### src/rtl/core/rlut_pkg.sv
// ----------------------------------------------------------------------------
// rlut_pkg: shared types and constants of the 3D LUT color grader
// Widths of the transaction fields, the command codes passed from the front
// end to the back end, and the queue entry format.
// ----------------------------------------------------------------------------
`default_nettype none

package rlut_pkg;

  // Default grid size along each color axis.
  localparam int RLUT_GRID_POINTS = 32;
  // Fractional bits of a table entry (1 << ENTRY_FRAC_BITS means 1.0).
  localparam int ENTRY_FRAC_BITS  = 16;

  localparam int ENTRY_W    = 17;
  localparam int PIX_W      = 8;
  localparam int INDEX_W    = 15;
  // A pixel channel splits into a grid index and a 3-bit blend weight.
  localparam int FRAC_W     = 3;
  // Address field of a queue entry, wide enough for the largest grid (64^3).
  localparam int ADDR_W     = 18;
  localparam int BLEND_W    = ENTRY_W + FRAC_W;
  localparam int SCALE_W    = BLEND_W + PIX_W;
  localparam int PIX_MAX    = (1 << PIX_W) - 1;

  localparam int QUEUE_DEPTH = 4;

  // Configuration port.
  localparam int CFG_ADDR_W = 2;
  localparam int CFG_DATA_W = 32;
  localparam logic [CFG_ADDR_W-1:0] REG_LUT_READY = CFG_ADDR_W'(0);

  // Input command codes.
  localparam logic CMD_LOAD  = 1'b0;
  localparam logic CMD_GRADE = 1'b1;

  // What the back end does with a queued transaction.
  typedef enum logic [1:0] {
    OP_WRITE = 2'd0,
    OP_GRADE = 2'd1,
    OP_PASS  = 2'd2
  } op_t;

  typedef struct packed {
    op_t               op;
    logic [ADDR_W-1:0] addr_start;
    logic [ADDR_W-1:0] addr_end;
    logic [ENTRY_W-1:0] entry_red;
    logic [ENTRY_W-1:0] entry_green;
    logic [ENTRY_W-1:0] entry_blue;
    logic [PIX_W-1:0]  pixel_red;
    logic [PIX_W-1:0]  pixel_green;
    logic [PIX_W-1:0]  pixel_blue;
  } cmd_t;

endpackage

`default_nettype wire

### src/rtl/core/rlut_queue.sv
// ----------------------------------------------------------------------------
// rlut_queue: command queue between front end and back end
// A small first-in first-out buffer of decoded commands.
// ----------------------------------------------------------------------------
`default_nettype none

module rlut_queue (
  input  wire logic            clk,
  input  wire logic            rst,
  input  wire logic            push,
  input  wire rlut_pkg::cmd_t  push_cmd,
  input  wire logic            pop,
  output logic                 full,
  output logic                 empty,
  output rlut_pkg::cmd_t       head
);
  import rlut_pkg::*;

  localparam int PTR_W = $clog2(QUEUE_DEPTH);
  localparam int CNT_W = $clog2(QUEUE_DEPTH + 1);

  cmd_t             slots [QUEUE_DEPTH];
  logic [PTR_W-1:0] wr_ptr, rd_ptr;
  logic [CNT_W-1:0] count, count_next;

  assign full  = count == CNT_W'(QUEUE_DEPTH);
  assign empty = count == '0;
  assign head  = slots[rd_ptr];

  always_comb begin
    count_next = count;
    if (push && !pop) begin
      count_next = count + CNT_W'(1);
    end else if (pop && !push) begin
      count_next = count - CNT_W'(1);
    end
  end

  // The depth is a power of two, so the pointers wrap on their own.
  always_ff @(posedge clk) begin
    if (rst) begin
      wr_ptr <= '0;
      rd_ptr <= '0;
      count  <= '0;
    end else begin
      if (push) begin
        wr_ptr <= wr_ptr + PTR_W'(1);
      end
      if (pop) begin
        rd_ptr <= rd_ptr + PTR_W'(1);
      end
      count <= count_next;
    end
  end

  always_ff @(posedge clk) begin
    if (push) begin
      slots[wr_ptr] <= push_cmd;
    end
  end

  a_count_bound: assert property (@(posedge clk) disable iff (rst)
    count <= CNT_W'(QUEUE_DEPTH))
    else $error("queue count exceeds its depth");

  a_no_push_full: assert property (@(posedge clk) disable iff (rst)
    full && !pop |-> !push)
    else $error("push into a full queue");

  a_no_pop_empty: assert property (@(posedge clk) disable iff (rst)
    empty |-> !pop)
    else $error("pop from an empty queue");

endmodule

`default_nettype wire

### config.mk
export PLATFORM = sky130hd
export DESIGN_NAME = rlut_queue
export DESIGN_NICKNAME = d
export VERILOG_FILES = /design/src/rtl/core/rlut_pkg.sv /design/src/rtl/core/rlut_queue.sv
export SDC_FILE = /design/constraint.sdc
export NUM_CORES = 1
export LEC_CHECK = 0
export ABC_CLOCK_PERIOD_IN_PS = 3950
export BUFFER_PORTS_ARGS = -buffer_cell sky130_fd_sc_hd__buf_2
export CORE_MARGIN = 2
export CORE_UTILIZATION = 51
export CTS_CLUSTER_DIAMETER = 200
export DETAILED_ROUTE_END_ITERATION = 10
export PLACE_DENSITY = 0.75
export SETUP_SLACK_MARGIN = 0.3
export SYNTH_ARGS = -nofsm -noshare
export SYNTH_HDL_FRONTEND = slang
export SYNTH_SLANG_ARGS = --single-unit
### constraint.sdc
create_clock -name clk -period 3.95 [get_ports clk]
set_input_delay 0.79 -clock clk [delete_from_list [all_inputs] [get_ports clk]]
set_output_delay 0.79 -clock clk [all_outputs]
set_load 0.02 [all_outputs]
==> flow_summary.toml, run 1 <==
[run_status]
status = "complete, no violations"

[clocking]
cts_hold_buf = 0
cts-resized-gates = 0
htreeDepth = 2
cts_buffer_depth = 3
clk_latency_ns = 0.53
cts.sinks = 461
cts_setup_buffers = 0
cts-buffers-inserted = 45
cts_tree = "done"
cts_root_buf = "clkbuf_16"
clk_pin_slew_worst_paths_ns = 0.06

[global_routing]
first_global_vias = 7809
grt.total_usage = 0.1770
antenna_found_initial = 5
grt_pass1_wl_um = 45390
grt_max_degree = 86
grt_overflow = 0

[floorplanning]
core_mm2 = 0.03245
initial_core_util = 0.5163
ioPinCount = 232
die_width_um = 185.3
die-area_mm2 = 0.03432
die_h_um = 185.3
core.rowCount = 66

[worst_setup_path]
cp_max_fo = 85
endpoint_kind = "output pin"
crit_required_ns = 3.16
rr_endpoint = "slots[3][34]$_DFFE_PP_"
worstRegToRegCells = 3
critPathLaunchType = "flip-flop"
arrival_ns = 2.31
critPathKind = "flip-flop to output pin"
reg2reg_from = "wr_ptr[0]$_SDFFE_PP0P_"
r2r_slack_ns = 2.01

[drt]
first_pass_iters = 6
routed_wl_um = 30060
vias = 7485
wire_per_inst_um = 21.78
avgViaCountPerCell = 5.424
drt_iter0_drc = 530
ant_nets = 0
drc = 0

[sta]
finalSetupViolations = 0
tns_ns = 0
hold_violations = 0
rsz0062_at_grt = "false"
drv_slew = 0
max_freq_ghz = 0.3222
fin_crit_ns = 3.104
period_share = 0.7857
hold_ws_ns = 0.4744
worst_pin_slew_ns = 0.7571
relSlewSlack = 0.4952
skew_ns = 0.01303

[final_layout]
nNetsFinal = 1021
area_growth_pct = 18.33
design_area_mm2 = 0.01983
drive_above_1_share = 0.4512

[pwr]
ir_worst_vdd_v = 0.0003790
leakage_nw = 6.644
power_density_mw_per_mm2 = 543.3
power_mw = 10.77

[placement]
hpwl_um = 17630
postPlaceCellArea_mm2 = 0.01845
port_buffers = 231
place_congestion = 0.6913

[yosys]
ys_ff_latch = 461
synth_area_per_cell_um2 = 26.39
ys_seq_area_frac = 0.8207
ys.warnings.count = 0
synth.distinct_cells = 21
syn_area_mm2 = 0.01676
synthCells = 635
syn-num-nets = 758

[hold_path]
hp-class = "input pin to flip-flop"
min_to = "slots[0][53]$_DFFE_PP_"
min_from = "push_cmd[53]"
hold_depth = 1

[flow_run]
drv_cap = 0
final cells by class:
cell class / instances / area, µm²
Multi-Input combinational cell: 143 / 2785
Clock inverter: 18 / 108.9
Inverter: 4 / 15.01
Fill cell: 2241 / 12620
Tap cell: 442 / 553.0
Sequential cell: 461 / 13760
Clock buffer: 64 / 1260
Antenna cell: 5 / 12.51
Timing Repair Buffer: 243 / 1334
worst max-delay path, cell delays in order, from the launching register on:
cell and delay (ns):
dfxtp_4 0.35, buf_12 0.47, mux4_2 0.63, buf_2 0.18
through the flow:
step / util / worst slack, ns / cells
finish: 0.6110 / 0.8464 / 1380
global placement: 0.5684 / 1.384 / 1293
global route: 0.6108 / 0.7326 / 1378
detailed placement: 0.5684 / 1.383 / 1293
floorplan: - / 1.324 / 635
CTS: 0.6106 / 0.8167 / 1375
power breakdown:
part | switching, mW | internal [mW]
registers | 0.0683 | 5.62
logic | 0.679 | 0.464
clock network | 1.66 | 2.28
metal layers:
layer | vias up | GRT usage | share of wire
li1 | 3269 | - | -
met5 | - | 0 | 0.00043
met2 | 285 | 0.2810 | 0.48
met3 | 42 | 0.04876 | 0.083
met4 | 2 | 0.04571 | 0.017
met1 | 3887 | 0.2460 | 0.42
cell usage in the layout, fill, tap and decap left out, drive strengths merged:
cell type,netlist,routed
fa,1,1
a21oi,1,1
nand2,1,1
diode,0,5
mux4,113,113
edfxtp,452,452
xnor2,2,2
and2,4,4
inv,4,5
clkbuf,6,64
mux2i,2,2
nor2,7,7
bufinv,0,1
or3,1,1
ha,5,5
buf,21,243
o21ai,1,1
dfxtp,9,9
nor3,1,1
clkinv,0,16
nor3b,1,1
xor2,3,3
how the worst max path moves through the flow:
| stage | slack [ns] | depth (start not counted) | to |
|---|---|---|---|
| 2_1_floorplan | 1.32 | 1 | slots[1][0]$_DFFE_PP_ |
| 3_3_place_gp | 1.38 | 3 | head[55] |
| 3_5_place_dp | 1.38 | 3 | head[55] |
| 4_1_cts | 0.82 | 3 | head[55] |
| 5_1_grt | 0.73 | 3 | head[68] |
| 6_report | 0.85 | 3 | head[55] |
flip-flops by register name, indices dropped and copies added (netlist names), named ones only:
register	count
slots	452
count	3
rd_ptr	2
wr_ptr	2
kinds of logic (layout without fill, tap and decap cells):
| group | count (synthesis) | count (layout) | share of synthesized area |
|---|---|---|---|
| adder cells (fa/ha/maj) | 6 | 6 | 0.004928 |
| AND/OR/NAND/NOR | 15 | 15 | 0.004405 |
| AO/OA/AOI/OAI | 2 | 2 | 0.0005968 |
| XOR/XNOR | 5 | 5 | 0.002614 |
| multiplexers | 115 | 115 | 0.1531 |
| flip-flops | 461 | 461 | 0.8207 |
| other | 0 | 5 | 0 |
| buffers and inverters | 31 | 329 | 0.01366 |
synth_stat cells:
cell	number	share of area
a21oi_1	1	0.00030
and2_1	4	0.0015
buf_2	12	0.0036
buf_6	1	0.00067
buf_8	8	0.0072
clkbuf_1	6	0.0013
dfxtp_1	9	0.011
edfxtp_1	452	0.81
fa_1	1	0.0012
ha_1	5	0.0037
inv_1	4	0.00090
mux2i_1	2	0.0012
mux4_2	113	0.15
nand2_1	1	0.00022
nor2_1	7	0.0016
nor3_1	1	0.00030
nor3b_1	1	0.00045
o21ai_0	1	0.00030
or3_1	1	0.00037
xnor2_1	2	0.0010
xor2_1	3	0.0016
(Power assumes the default switching activity.)
==> run 2, diff against run 1 <==
- ABC_CLOCK_PERIOD_IN_PS: 3950 -> 2800
- clock period: 3.95 -> 2.8 ns (I/O delays scaled with it)
==> run 2 against run 1 <==
Compared with the run above:
- final cell count grew 1.7%
- clock skew is essentially flat
- flip-flop and latch count is the same
- sequential power grew 41%
- count of clock-buffer cells in the layout shrank 4
- combinational power grew 81%
- register-to-register slack lost 0.97 ns
- via count grew 3.7%
- design area grew 5.7%
- utilization grew 3.5 points
- die area is the same
- clock power grew 56%
==> flow_summary.toml, run 2 (synthesized netlist as in run 1, its figures left out) <==
[run_status]
status = "complete, no violations"

[clocking]
cts_hold_buf = 0
cts-buffers-inserted = 46
cts_root_buf = "clkbuf_16"
clk_pin_slew_worst_paths_ns = 0.06
cts_tree = "done"
cts_buffer_depth = 3
cts.sinks = 461
clk_latency_ns = 0.55
htreeDepth = 2

[flow_run]
drv_cap = 0

[drt]
vias = 7759
routed_wl_um = 33900
avgViaCountPerCell = 5.526
drc = 0
ant_nets = 0
first_pass_iters = 4
wire_per_inst_um = 24.14
drt_iter0_drc = 590

[hold_path]
hp-class = "input pin to flip-flop"

[final_layout]
area_growth_pct = 25.04
nNetsFinal = 1046
final_cell_mix = "edfxtp_1, buf_2, mux4_2"
largest_reg_flops = 452
final_core_util = 0.6456
reg_top3 = "slots: 452 flops, count: 3 flops"
multiInputGateArea_mm2 = 0.002785
drive_above_1_share = 0.4724
design_area_mm2 = 0.02095
regMostFlops = "slots"
regArea_mm2 = 0.01376
final_common_cell = "edfxtp_1"
fin_cells = 1404
fillers = 2069

[worst_setup_path]
cp_slowest_stage_delay_ns = 0.55
critPathLaunchType = "flip-flop"
r2r_slack_ns = 1.04
cp_max_fo = 7
crit_top_cell = "buf_12"
endpoint_kind = "output pin"
arrival_ns = 2.03
path_cells = "buf_12, buf_12, buf_16, mux4_2, buf_6"
slowest_stage = "mux4_2"
critPathKind = "flip-flop to output pin"
crit_required_ns = 2.24

[sta]
rsz0062_at_grt = "true"
relSlewSlack = 0.5667
hold_violations = 0
max_freq_ghz = 0.3860
finalSetupViolations = 0
period_share = 0.9253
tns_ns = 0
setup_slack_ns = 0.2091
hold_ws_ns = 0.2236
fin_crit_ns = 2.591
skew_ns = 0.01349
drv_slew = 0
worst_pin_slew_ns = 0.6500

[global_routing]
antenna_found_initial = 4
grt_overflow = 0
first_global_vias = 8252
grt_max_degree = 72
grt.total_usage = 0.1990
grt_pass1_wl_um = 50110

[placement]
pre_cts_ws_ns = 0.6675
port_buffers = 231
place_inst = 1298
hpwl_um = 18630
postPlaceCellArea_mm2 = 0.01854
place_congestion = 0.6820

[floorplanning]
die_h_um = 185.3
ioPinCount = 232
core.rowCount = 66
die-area_mm2 = 0.03432
core_mm2 = 0.03245
initial_core_util = 0.5163
die_width_um = 185.3

[pwr]
power_mw = 16.21
power_density_mw_per_mm2 = 773.8
leakage_nw = 7.097
ir_worst_vdd_v = 0.0006450
run 2: power by group:
group	switching, mW	internal (mW)
clock	2.46	3.67
sequential	0.0925	7.93
combinational	1.08	0.977
total	3.63	12.6
run 2: final timing paths:
path / start / endpoint / depth (start not counted)
hold / removal: push_cmd[27] / slots[1][27]$_DFFE_PP_ / 1
setup / recovery: flip-flop / head[75] / 5
hold reg to reg: rd_ptr[1]$_SDFFE_PP0P_ / rd_ptr[1]$_SDFFE_PP0P_ / 2
setup reg to reg: wr_ptr[0]$_SDFFE_PP0P_ / slots[0][96]$_DFFE_PP_ / 4
run 2: critical path, delay by kind of cell, from the launching register on:
family	cells	cell delay, ns
mux	1	0.55
flops	1	0.36
buf+inv	4	0.59
run 2: layout make-up:
class,count,share of cell area
Sequential cell,461,0.6568
Multi-Input combinational cell,143,0.1329
Timing Repair Buffer,267,0.1101
Clock buffer,60,0.06097
Tap cell,442,0.02639
Clock inverter,24,0.01182
Inverter,4,0.0007166
Antenna cell,3,0.0003583
run 2: timing repair:
item | CTS | global route
setup buffers | 7 | 0
endpoints found under the setup margin | 113 | 113
resized for setup | 145 | 0
cloned | 11 | 1
run 2: per-layer routing:
layer | track usage | up-vias | share of wire
li1 | - | 3334 | -
met1 | 0.2579 | 4056 | 0.39
met2 | 0.3316 | 309 | 0.51
met3 | 0.05761 | 56 | 0.079
met4 | 0.05556 | 4 | 0.022
met5 | 0 | - | 0.00080
==> run 3, diff against run 2 <==
- BUFFER_PORTS_ARGS: -buffer_cell sky130_fd_sc_hd__buf_2 -> -buffer_cell sky130_fd_sc_hd__clkbuf_2
==> run 3 against run 2 <==
Compared with the run above:
- utilization shrank 2.3 points
- non-clock buffer count fell by 2
- highest routed layer unchanged
- critical path depth fell by 1
- critical path type unchanged
==> flow_summary.toml, run 3 (synthesized netlist as in run 1, its figures left out) <==
[sta]
setup_slack_ns = 0.2618
finalSetupViolations = 0
skew_ns = 0.01125
fin_crit_ns = 2.538
hold_ws_ns = 0.2473
tns_ns = 0
period_share = 0.9065
max_freq_ghz = 0.3940
rsz0062_at_grt = "true"
worst_pin_slew_ns = 0.4884
relSlewSlack = 0.6744
hold_violations = 0
drv_slew = 0

[final_layout]
final_common_cell = "edfxtp_1"
fin_cells = 1397
antenna_cells = 0
fillers = 2194
reg_top3 = "slots: 452 flops, count: 3 flops"
multiInputGateArea_mm2 = 0.002785
regArea_mm2 = 0.01376
drive_above_1_share = 0.4628
regMostFlops = "slots"
area_growth_pct = 20.63
largest_reg_flops = 452
design_area_mm2 = 0.02021
final_cell_mix = "edfxtp_1, clkbuf_2, mux4_2"
nNetsFinal = 1043

[floorplanning]
die_width_um = 185.3
ioPinCount = 232
initial_core_util = 0.5163
die-area_mm2 = 0.03432
die_h_um = 185.3
core_mm2 = 0.03245
core.rowCount = 66

[clocking]
cts_tree = "done"
cts_buffer_depth = 3
cts-buffers-inserted = 45
cts_hold_buf = 0
cts_root_buf = "clkbuf_16"
clk_pin_slew_worst_paths_ns = 0.06
clk_latency_ns = 0.53
cts.sinks = 461
htreeDepth = 2

[worst_setup_path]
crit_required_ns = 2.24
arrival_ns = 1.98
cp_max_fo = 11
endpoint_kind = "output pin"
critPathLaunchType = "flip-flop"
critPathKind = "flip-flop to output pin"

[global_routing]
grt_overflow = 0
first_global_vias = 7985
grt_max_degree = 63
antenna_found_initial = 2
grt.total_usage = 0.1753
grt_pass1_wl_um = 45110

[drt]
drt_iter0_drc = 561
first_pass_iters = 5
drc = 0
avgViaCountPerCell = 5.399
routed_wl_um = 30370
vias = 7542
ant_nets = 0
wire_per_inst_um = 21.74

[pwr]
leakage_nw = 6.870
ir_worst_vdd_v = 0.0007030
power_density_mw_per_mm2 = 754.9

[placement]
place_inst = 1304
hpwl_um = 18340
port_buffers = 231
pre_cts_ws_ns = 0.6310
place_congestion = 0.7070
postPlaceCellArea_mm2 = 0.01864

[hold_path]
hp-class = "input pin to flip-flop"

[flow_run]
drv_cap = 0

[run_status]
status = "complete, no violations"
## run 3: worst paths after layout
kind | from | end | slack, ns | cells past startpoint
worst max-delay path | flip-flop | head[48] | 0.26 | 4
worst min-delay path | push_cmd[15] | slots[0][15]$_DFFE_PP_ | 0.25 | 1
worst max register to register | wr_ptr[0]$_SDFFE_PP0P_ | slots[3][100]$_DFFE_PP_ | 1.12 | 3
worst min register to register | count[2]$_SDFFE_PP0P_ | count[2]$_SDFFE_PP0P_ | 0.53 | 2
## run 3: routing by layer
metal	vias to the layer above	track usage	share of wire
met5	-	0	0.00076
met4	4	0.04222	0.016
met3	51	0.05033	0.084
met2	268	0.2893	0.49
met1	3902	0.2330	0.41
li1	3317	-	-
## run 3: area by class of cell
type / count / share of cell area
sequential: 461 / 0.6807
multi-input combinational: 143 / 0.1378
timing repair buffer: 265 / 0.08647
clock buffer: 66 / 0.06171
tap: 442 / 0.02736
clock inverter: 16 / 0.005199
inverter: 4 / 0.0007428
## run 3: critical path, cell delays in order (launching register included)
cell and delay, ns:
dfxtp_4 0.36, buf_12 0.18, clkbuf_16 0.21, mux4_2 0.50, clkbuf_2 0.19
## run 3: metrics by stage
step             util  total power, mW
6_report       0.6229            15.26
5_1_grt        0.6229            15.82
4_1_cts        0.6189            15.40
3_5_place_dp   0.5744            9.858
3_3_place_gp   0.5744            9.823
2_1_floorplan       -            9.224
## run 3: what timing repair did
item / CTS / global route
resized for setup: 4 / 13
setup buffers: 4 / 2
gates cloned: 1 / 4
endpoints found under the setup margin: 107 / 109
## run 3: where the power goes
part	total (mW)	switching, mW	internal (mW)
Sequential	8.01	0.0793	7.93
Clock	5.50	2.32	3.18
Combinational	1.75	1.01	0.745
Total	15.3	3.41	11.9
