$ cat config.mk
export PLATFORM = sky130hd
export DESIGN_NAME = rlut_front_flat
export DESIGN_NICKNAME = d
export VERILOG_FILES = /design/src/rtl/core/rlut_pkg.sv /design/src/rtl/core/rlut_if.sv /design/src/rtl/core/rlut_front.sv /design/src/flat_wrapper.sv
export SDC_FILE = /design/constraint.sdc
export NUM_CORES = 1
export LEC_CHECK = 0
export BUFFER_PORTS_ARGS = -buffer_cell sky130_fd_sc_hd__buf_2
export CAP_MARGIN = 20
export CORE_AREA = 2 2 80 82
export DETAILED_ROUTE_END_ITERATION = 8
export DIE_AREA = 0 0 82 84
export SETUP_SLACK_MARGIN = 0.3
export SLEW_MARGIN = 20
export SYNTH_ARGS = -nofsm -noshare
export SYNTH_HDL_FRONTEND = slang
export SYNTH_SLANG_ARGS = --single-unit
$ cat constraint.sdc
create_clock -name vclk -period 2.19
set_input_delay 0.219 -clock vclk [all_inputs]
set_output_delay 0.219 -clock vclk [all_outputs]
set_load 0.02 [all_outputs]
$ cat src/rtl/core/rlut_pkg.sv
// ----------------------------------------------------------------------------
// rlut_pkg: shared types and constants of the 3D LUT color grader
// Widths of the transaction fields, the command codes passed from the front
// end to the back end, and the queue entry format.
// ----------------------------------------------------------------------------
`default_nettype none

package rlut_pkg;

  // Default grid size along each color axis.
  localparam int RLUT_GRID_POINTS = 32;
  // Fractional bits of a table entry (1 << ENTRY_FRAC_BITS means 1.0).
  localparam int ENTRY_FRAC_BITS  = 16;

  localparam int ENTRY_W    = 17;
  localparam int PIX_W      = 8;
  localparam int INDEX_W    = 15;
  // A pixel channel splits into a grid index and a 3-bit blend weight.
  localparam int FRAC_W     = 3;
  // Address field of a queue entry, wide enough for the largest grid (64^3).
  localparam int ADDR_W     = 18;
  localparam int BLEND_W    = ENTRY_W + FRAC_W;
  localparam int SCALE_W    = BLEND_W + PIX_W;
  localparam int PIX_MAX    = (1 << PIX_W) - 1;

  localparam int QUEUE_DEPTH = 4;

  // Configuration port.
  localparam int CFG_ADDR_W = 2;
  localparam int CFG_DATA_W = 32;
  localparam logic [CFG_ADDR_W-1:0] REG_LUT_READY = CFG_ADDR_W'(0);

  // Input command codes.
  localparam logic CMD_LOAD  = 1'b0;
  localparam logic CMD_GRADE = 1'b1;

  // What the back end does with a queued transaction.
  typedef enum logic [1:0] {
    OP_WRITE = 2'd0,
    OP_GRADE = 2'd1,
    OP_PASS  = 2'd2
  } op_t;

  typedef struct packed {
    op_t               op;
    logic [ADDR_W-1:0] addr_start;
    logic [ADDR_W-1:0] addr_end;
    logic [ENTRY_W-1:0] entry_red;
    logic [ENTRY_W-1:0] entry_green;
    logic [ENTRY_W-1:0] entry_blue;
    logic [PIX_W-1:0]  pixel_red;
    logic [PIX_W-1:0]  pixel_green;
    logic [PIX_W-1:0]  pixel_blue;
  } cmd_t;

endpackage

`default_nettype wire

$ cat src/rtl/core/rlut_if.sv
// ----------------------------------------------------------------------------
// rlut_if: channel interfaces of the 3D LUT color grader
// Input channel carrying load and pixel transactions, and result channel
// carrying graded pixels. Both use a valid/ready handshake.
// ----------------------------------------------------------------------------
`default_nettype none

interface rlut_in_if;
  import rlut_pkg::*;

  logic               valid;
  logic               ready;
  logic               command;
  logic [INDEX_W-1:0] table_index;
  logic [ENTRY_W-1:0] entry_red;
  logic [ENTRY_W-1:0] entry_green;
  logic [ENTRY_W-1:0] entry_blue;
  logic [PIX_W-1:0]   pixel_red;
  logic [PIX_W-1:0]   pixel_green;
  logic [PIX_W-1:0]   pixel_blue;

  modport source (
    output valid, command, table_index, entry_red, entry_green, entry_blue,
           pixel_red, pixel_green, pixel_blue,
    input  ready
  );

  modport sink (
    input  valid, command, table_index, entry_red, entry_green, entry_blue,
           pixel_red, pixel_green, pixel_blue,
    output ready
  );
endinterface


`default_nettype wire

$ cat src/rtl/core/rlut_front.sv
// ----------------------------------------------------------------------------
// rlut_front: front end of the 3D LUT color grader
// Accepts input transactions, drops loads beyond the table, and turns pixels
// into start and end table addresses for the back end.
// ----------------------------------------------------------------------------
`default_nettype none

module rlut_front #(
  parameter int GRID_POINTS = rlut_pkg::RLUT_GRID_POINTS
) (
  rlut_in_if.sink        items,
  input  wire logic      lut_ready,
  input  wire logic      queue_full,
  output logic           push,
  output rlut_pkg::cmd_t push_cmd
);
  import rlut_pkg::*;

  localparam int TABLE_DEPTH = GRID_POINTS * GRID_POINTS * GRID_POINTS;
  localparam int AW          = $clog2(TABLE_DEPTH);
  localparam int GI_W        = $clog2(GRID_POINTS);
  localparam int GRID_LAST   = GRID_POINTS - 2;
  localparam logic [AW-1:0] STRIDE_G = AW'(GRID_POINTS);
  localparam logic [AW-1:0] STRIDE_B = AW'(GRID_POINTS * GRID_POINTS);
  localparam logic [AW-1:0] DIAG_STEP = AW'(1 + GRID_POINTS + GRID_POINTS * GRID_POINTS);

  // Grid index of one channel, clamped so that the end entry stays on the grid.
  function automatic logic [GI_W-1:0] grid_of(input logic [PIX_W-1:0] v);
    logic [PIX_W-FRAC_W-1:0] g;
    g = v[PIX_W-1:FRAC_W];
    if (32'(g) > GRID_LAST) begin
      return GI_W'(GRID_LAST);
    end
    return GI_W'(g);
  endfunction

  logic [GI_W-1:0] gi_r, gi_g, gi_b;
  logic [AW-1:0]   addr_start, addr_end;
  logic            load_in_range;
  logic            accept;

  assign items.ready = !queue_full;
  assign accept      = items.valid && !queue_full;

  always_comb begin
    gi_r       = grid_of(items.pixel_red);
    gi_g       = grid_of(items.pixel_green);
    gi_b       = grid_of(items.pixel_blue);
    addr_start = AW'(gi_r) + AW'(gi_g) * STRIDE_G + AW'(gi_b) * STRIDE_B;
    addr_end   = addr_start + DIAG_STEP;
  end

  assign load_in_range = 32'(items.table_index) < TABLE_DEPTH;

  always_comb begin
    push_cmd.entry_red   = items.entry_red;
    push_cmd.entry_green = items.entry_green;
    push_cmd.entry_blue  = items.entry_blue;
    push_cmd.pixel_red   = items.pixel_red;
    push_cmd.pixel_green = items.pixel_green;
    push_cmd.pixel_blue  = items.pixel_blue;
    if (items.command == CMD_LOAD) begin
      push_cmd.op         = OP_WRITE;
      push_cmd.addr_start = ADDR_W'(items.table_index);
      push_cmd.addr_end   = ADDR_W'(items.table_index);
    end else begin
      push_cmd.op         = lut_ready ? OP_GRADE : OP_PASS;
      push_cmd.addr_start = ADDR_W'(addr_start);
      push_cmd.addr_end   = ADDR_W'(addr_end);
    end
  end

  // A load beyond the table is consumed without reaching the queue.
  assign push = accept && !(items.command == CMD_LOAD && !load_in_range);

endmodule

`default_nettype wire

$ cat src/flat_wrapper.sv
// flat-port wrapper written by rule: the top's interface ports become plain ports
module rlut_front_flat import rlut_pkg::*;
#(
  parameter int GRID_POINTS = rlut_pkg::RLUT_GRID_POINTS
)
  (lut_ready, queue_full, push, push_cmd, items_valid, items_command, items_table_index, items_entry_red, items_entry_green, items_entry_blue, items_pixel_red, items_pixel_green, items_pixel_blue, items_ready);
  rlut_in_if items_i ();
  input  wire logic lut_ready;
  input  wire logic queue_full;
  output logic push;
  output rlut_pkg::cmd_t push_cmd;
  input wire logic [$bits(items_i.valid)-1:0] items_valid;
  input wire logic [$bits(items_i.command)-1:0] items_command;
  input wire logic [$bits(items_i.table_index)-1:0] items_table_index;
  input wire logic [$bits(items_i.entry_red)-1:0] items_entry_red;
  input wire logic [$bits(items_i.entry_green)-1:0] items_entry_green;
  input wire logic [$bits(items_i.entry_blue)-1:0] items_entry_blue;
  input wire logic [$bits(items_i.pixel_red)-1:0] items_pixel_red;
  input wire logic [$bits(items_i.pixel_green)-1:0] items_pixel_green;
  input wire logic [$bits(items_i.pixel_blue)-1:0] items_pixel_blue;
  output wire logic [$bits(items_i.ready)-1:0] items_ready;
  assign items_i.valid = items_valid;
  assign items_i.command = items_command;
  assign items_i.table_index = items_table_index;
  assign items_i.entry_red = items_entry_red;
  assign items_i.entry_green = items_entry_green;
  assign items_i.entry_blue = items_entry_blue;
  assign items_i.pixel_red = items_pixel_red;
  assign items_i.pixel_green = items_pixel_green;
  assign items_i.pixel_blue = items_pixel_blue;
  assign items_ready = items_i.ready;
  rlut_front #(.GRID_POINTS(GRID_POINTS)) u_core (.items(items_i), .lut_ready(lut_ready), .queue_full(queue_full), .push(push), .push_cmd(push_cmd));
endmodule
==> run_results.csv, run 1 <==
group,metric,value,unit
sta,tns,0,ns
logic_synthesis,synthAdderAreaFrac,0.953,%
cells_and_area,final_net_count,296,
critical_path,timing.critical_path.from_type,"primary input",
logic_synthesis,post-synth-top-area-fraction,46.9,%
detailed_routing,vias_per_instance,4.36,
logic_synthesis,synthesis.instances,186,
logic_synthesis,synth_top_area_cell,"sky130_fd_sc_hd__buf_4",
logic_synthesis,synth.area.top_cells,"sky130_fd_sc_hd__buf_4 (47%), sky130_fd_sc_hd__mux2_2 (6.0%), sky130_fd_sc_hd__nand2_1 (4.6%)",
sta,grt_setup_unrepaired,"true",
critical_path,critical-path-max-stage-delay,0.41,ns
logic_synthesis,number_of_distinct_library_cell_variants_in_the_gate_level_netlist_after_synthesis,43,
die,dieWidth,82,um
power,power.total,349,uW
sta,drv_slew,0,
logic_synthesis,synthXorXnorAreaFrac,1.33,%
detailed_routing,routed-via-count,1203,
die,initial_core_util,21.5,%
sta,report.final.hold_viol_count,0,
cells_and_area,antennaDiodeCount,0,
worst_hold_path,hold_path_startpoint,"items_pixel_red[0]",
critical_path,critical_path_arrival,1.62,ns
detailed_routing,drt-wirelength-per-cell,13.5,um
logic_synthesis,synth_sequential_area_ratio,0,%
detailed_routing,drt-pass1-iter-count,4,
placement,global_placement_routability_congestion,0.692,
global_route,largest_net_degree_at_the_start_of_global_routing,19,
cells_and_area,numSequentialCells,0,
sta,whs,0.438,ns
placement,place.port_buffers,83,
sta,setup_slack,0.350,ns
logic_synthesis,combinational_family_with_the_most_area_after_synthesis,"buffers and inverters",
die,floorplan.die_area,0.00689,sq mm
power,powerDensity,258,mW/mm^2
critical_path,maximum_fanout_along_the_worst_path,6,
clock_network,cts_hold_repair.buffers,0,
worst_hold_path,min-delay-path-class,"primary input to primary output",
power,ir_drop,0.0000655,V
detailed_routing,first_iter_violations,30,
logic_synthesis,synthesis.area,0.00131,sq mm
cells_and_area,drive_above_1_share,57.8,%
critical_path,crit_required,1.97,ns
cells_and_area,register_area,0,sq um
critical_path,critical_path.slowest_cell,"sky130_fd_sc_hd__or4_4",
sta,setup_viols_final,0,
critical_path,cpMostUsedCell,"sky130_fd_sc_hd__buf_6",
die,design.core.area,0.00610,sq mm
cells_and_area,num-fill-cells,707,
detailed_routing,drt_drc_violations_left,0,
detailed_routing,route.final.wire_length,3730,um
flow_run,drv.max_cap_violation_count,0,
global_route,grt-ovfl-total,0,
worst_hold_path,min_delay_worst_endpoint,"push_cmd[16]",
logic_synthesis,synthesis.yosys.warnings,0,
sta,period_utilization,84.0,%
status,status,"finished clean",
die,rows,29,
die,io_pins,209,
global_route,grtUsageTotal,9.70,%
worst_hold_path,whs_path_depth,0,
critical_path,crit_type,"primary input to primary output",
logic_synthesis,syn_area_per_cell,7.06,sq um
power,power_leakage,0.685,nW
detailed_routing,final_antenna_net_count,0,
logic_synthesis,compound_gate_portion_of_the_synthesized_area,18.1,%
cells_and_area,area_growth,3.15,%
sta,post-route-min-period,1.84,ns
critical_path,timing.critical_path.cells,"buf_6 -> nand4_1 -> and2_4 -> ha_4 -> and4_4 -> or4_4 -> o211a_1 -> buf_6",
critical_path,timing.critical_path.to_type,"primary output",
cells_and_area,clockBufferCount,0,
global_route,vias_in_the_first_global_route,1094,
global_route,grt_first_pass_wirelength,5580,um
placement,placement.setup.worst_slack,0.135,ns
global_route,initial_antenna_violation_count,0,
placement,dp_hpwl,2930,um
sta,timing_limited_maximum_frequency,0.544,GHz
logic_synthesis,yosys-mux-area-fraction,7.15,%
die,chipHeight,84,um
logic_synthesis,synthesized_area_fraction_occupied_by_and_or_nand_nor_cells,19.5,%
[timing repair]
action,in CTS,in global routing
gates resized for setup,11,6
buffers inserted,7,2
pin swaps,5,7
endpoints found under the setup margin,5,5
cloned,0,0
[layout by cell type, fill, tap and decap left out, types with 2 or more instances in the layout]
cell type	Yosys	final
sky130_fd_sc_hd__buf_2	3	75
sky130_fd_sc_hd__buf_4	82	18
sky130_fd_sc_hd__nand2_1	16	16
sky130_fd_sc_hd__nor2_1	8	8
sky130_fd_sc_hd__mux2_2	7	7
sky130_fd_sc_hd__o21ai_0	7	7
sky130_fd_sc_hd__conb_1	1	6
sky130_fd_sc_hd__nand3_1	5	5
sky130_fd_sc_hd__a21oi_1	5	5
sky130_fd_sc_hd__inv_1	4	4
sky130_fd_sc_hd__nand4_1	4	4
sky130_fd_sc_hd__buf_6	3	4
sky130_fd_sc_hd__a31oi_1	3	3
sky130_fd_sc_hd__and2_1	4	3
sky130_fd_sc_hd__nor2b_1	2	2
sky130_fd_sc_hd__o221ai_1	2	2
[worst max-delay path: cells and delay by family]
family,cells,cell delay [ns]
and+or+nand+nor,4,0.87
AOI/OAI and AO/OA,1,0.14
adders and majority gates,1,0.17
buffers and inverters,2,0.21
[worst max-delay path by stage]
stage | slack, ns | start | end
3_5_place_dp | 0.13 | items_pixel_red[4] | push_cmd[83]
5_1_grt | 0.27 | items_pixel_red[5] | push_cmd[83]
3_3_place_gp | 0.18 | items_pixel_red[4] | push_cmd[83]
2_1_floorplan | 0.33 | items_pixel_red[5] | push_cmd[81]
6_report | 0.35 | items_pixel_red[7] | push_cmd[83]
4_1_cts | 0.30 | items_pixel_red[6] | push_cmd[83]
[routing by layer]
metal	wire length, um	vias up	GRT usage (%)
met1	1440	537	11.9
li1	-	575	-
met3	338	24	1.52
met5	0	-	0
met2	1810	67	16.4
met4	130	0	3.94
[area by class of cell]
class | instances | area (sq um) | area share, %
Multi-Input combinational cell | 96 | 668 | 49.4
Timing Repair Buffer | 98 | 571 | 42.1
Tap cell | 77 | 96.3 | 7.12
Inverter | 5 | 18.8 | 1.39
[power breakdown]
| group | switching, mW | internal (mW) |
|---|---|---|
| logic | 0.211 | 0.138 |
| clock network | 0 | 0 |
| registers | 0 | 0 |
| total | 0.211 | 0.138 |
[cells by family after synthesis]
family                   count (synthesis)
AND/OR/NAND/NOR                         48
buffers and inverters                   95
other                                    1
XOR/XNOR                                 2
multiplexers                             8
AO/OA/AOI/OAI                           31
adder cells (fa/ha/maj)                  1
[Yosys cell counts (all sizes together)]
| cell type | count |
|---|---|
| a2111oi | 1 |
| a221oi | 1 |
| a21boi | 2 |
| or4 | 2 |
| a311oi | 1 |
| a221o | 1 |
| nor2 | 8 |
| xor2 | 1 |
| a31oi | 3 |
| nor4 | 2 |
| o221ai | 2 |
| nand4 | 5 |
| nand2 | 16 |
| and2 | 4 |
| a2bb2oi | 1 |
| o22ai | 1 |
| o21bai | 1 |
| xnor2 | 1 |
| o211ai | 1 |
| o2bb2ai | 1 |
| a21o | 1 |
| buf | 88 |
| inv | 5 |
| nand3 | 5 |
| and3 | 1 |
| and4 | 2 |
| a21oi | 5 |
| nand2b | 1 |
| conb | 1 |
| clkbuf | 2 |
| mux2 | 8 |
| o21ai | 7 |
| o211a | 1 |
| ha | 1 |
| nor2b | 2 |
| a41oi | 1 |
[through the flow]
stage / cell area, sq um / instances / utilization (%)
after floorplan: 1330 / 191 / -
after global placement: 1220 / 267 / 20.0
after detailed placement: 1220 / 267 / 20.0
after CTS: 1320 / 274 / 21.7
after global routing: 1350 / 276 / 22.2
final: 1350 / 276 / 22.2
Power figures use the tool's default switching activity.
==> run 2, diff against run 1 <==
Settings changed: CORE_AREA 2 2 80 82 to 2 2 82 84, DIE_AREA 0 0 82 84 to 0 0 84 86.
Clock period 2.19 ns to 1.65 ns, I/O delays scaled along.
==> run_results.csv, run 2 (same netlist as run 1, synthesis figures left out) <==
group,metric,value,unit
status,status,"complete, but fails checks",
status,failed_checks,"setup timing",
global_route,largest_net_degree_at_the_start_of_global_routing,19,
cells_and_area,area_growth,22.1,%
worst_hold_path,hold_path_startpoint,"items_pixel_blue[1]",
sta,period_utilization,105,%
worst_hold_path,min-delay-path-class,"primary input to primary output",
critical_path,crit_type,"primary input to primary output",
die,design.core.area,0.00628,sq mm
cells_and_area,final_net_count,308,
placement,global_placement_routability_congestion,0.782,
flow_run,drv.max_cap_violation_count,0,
cells_and_area,final_common_cell,"sky130_fd_sc_hd__buf_2",
cells_and_area,num-fill-cells,698,
power,power_leakage,0.784,nW
detailed_routing,final_antenna_net_count,0,
cells_and_area,drive_above_1_share,66.4,%
global_route,grt-ovfl-total,0,
die,chipHeight,86,um
sta,whs,0.330,ns
critical_path,timing.critical_path.to_type,"primary output",
critical_path,critical_path_arrival,1.56,ns
placement,dpl-instance-area,0.00136,sq mm
sta,grt_setup_unrepaired,"true",
critical_path,crit_start,"items_pixel_red[7]",
die,initial_core_util,20.9,%
sta,setup_slack,-0.0783,ns
sta,report.final.hold_viol_count,0,
global_route,grt_first_pass_wirelength,5910,um
placement,dp_hpwl,3100,um
detailed_routing,drt-wirelength-per-cell,13.5,um
critical_path,timing.critical_path.from_type,"primary input",
power,ir_drop,0.0000959,V
placement,place.port_buffers,83,
detailed_routing,drt_drc_violations_left,0,
cells_and_area,register_area,0,sq um
sta,drv_slew,0,
detailed_routing,drt-pass1-iter-count,4,
critical_path,crit_required,1.48,ns
cells_and_area,numSequentialCells,0,
die,rows,29,
power,powerDensity,330,mW/mm^2
cells_and_area,clockBufferCount,0,
sta,tns,-0.0873,ns
cells_and_area,final_cell_mix,"sky130_fd_sc_hd__buf_2 (69), sky130_fd_sc_hd__buf_4 (23), sky130_fd_sc_hd__buf_6 (18)",
detailed_routing,route.final.wire_length,3890,um
die,dieWidth,84,um
cells_and_area,antennaDiodeCount,0,
die,floorplan.die_area,0.00722,sq mm
detailed_routing,vias_per_instance,4.38,
cells_and_area,multi_input_area,767,sq um
cells_and_area,postLayoutCellArea,0.00160,sq mm
global_route,initial_antenna_violation_count,0,
sta,post-route-min-period,1.73,ns
sta,timing_limited_maximum_frequency,0.579,GHz
cells_and_area,layoutNonFillerInstCount,288,
critical_path,maximum_fanout_along_the_worst_path,6,
placement,place.detailed.instances,276,
detailed_routing,first_iter_violations,47,
detailed_routing,routed-via-count,1262,
sta,setup_viols_final,2,
die,io_pins,209,
global_route,vias_in_the_first_global_route,1112,
global_route,grtUsageTotal,9.75,%
==> run 2: cell types whose count changed in the layout (fill, tap and decap cells not counted), sizes merged <==
cell / change
buf: +12
==> run 2: timing repair <==
item                                    4_1_cts  5_1_grt
endpoints found under the setup margin       10       10
pin swaps                                     7        2
resized for setup                            34        6
setup buffers                                 8        4
hold buffers                                  0        0
==> run 2: metal layers <==
| metal | vias up | routed length (um) | track usage (%) |
|---|---|---|---|
| li1 | 603 | - | - |
| met3 | 20 | 335 | 1.54 |
| met2 | 73 | 1890 | 17.2 |
| met1 | 566 | 1560 | 12.2 |
| met5 | - | 0 | 0 |
| met4 | 0 | 115 | 2.93 |
==> run 2: cell type report <==
class | count | share of cell area (%)
Timing Repair Buffer | 110 | 45.0
Tap cell | 77 | 6.01
Multi-Input combinational cell | 96 | 47.9
Inverter | 5 | 1.17
==> run 2: worst paths after layout <==
path,end,cells past startpoint
worst max-delay path,push_cmd[83],8
worst min-delay path,push_cmd[1],0
==> run 2: critical path, stage by stage <==
cell and delay, ns:
sky130_fd_sc_hd__buf_6 0.07, sky130_fd_sc_hd__nand4_1 0.11, sky130_fd_sc_hd__and2_4 0.16, sky130_fd_sc_hd__ha_4 0.17
sky130_fd_sc_hd__and4_4 0.18, sky130_fd_sc_hd__or4_4 0.42, sky130_fd_sc_hd__o211a_4 0.15, sky130_fd_sc_hd__buf_6 0.12
==> run 2: where the power goes <==
| group | leakage (nW) | internal, mW | switching, mW |
|---|---|---|---|
| sequential | 0 | 0 | 0 |
| combinational | 0.784 | 0.228 | 0.301 |
| clock | 0 | 0 | 0 |
==> run 2: metrics by stage <==
step	power, mW	worst slack [ns]	utilization, %
6_report	0.529	-0.0783	25.5
5_1_grt	0.570	-0.119	25.5
4_1_cts	0.520	-0.0820	24.6
3_5_place_dp	0.472	-0.162	21.7
3_3_place_gp	0.470	-0.148	21.7
2_1_floorplan	0.536	0.0207	-
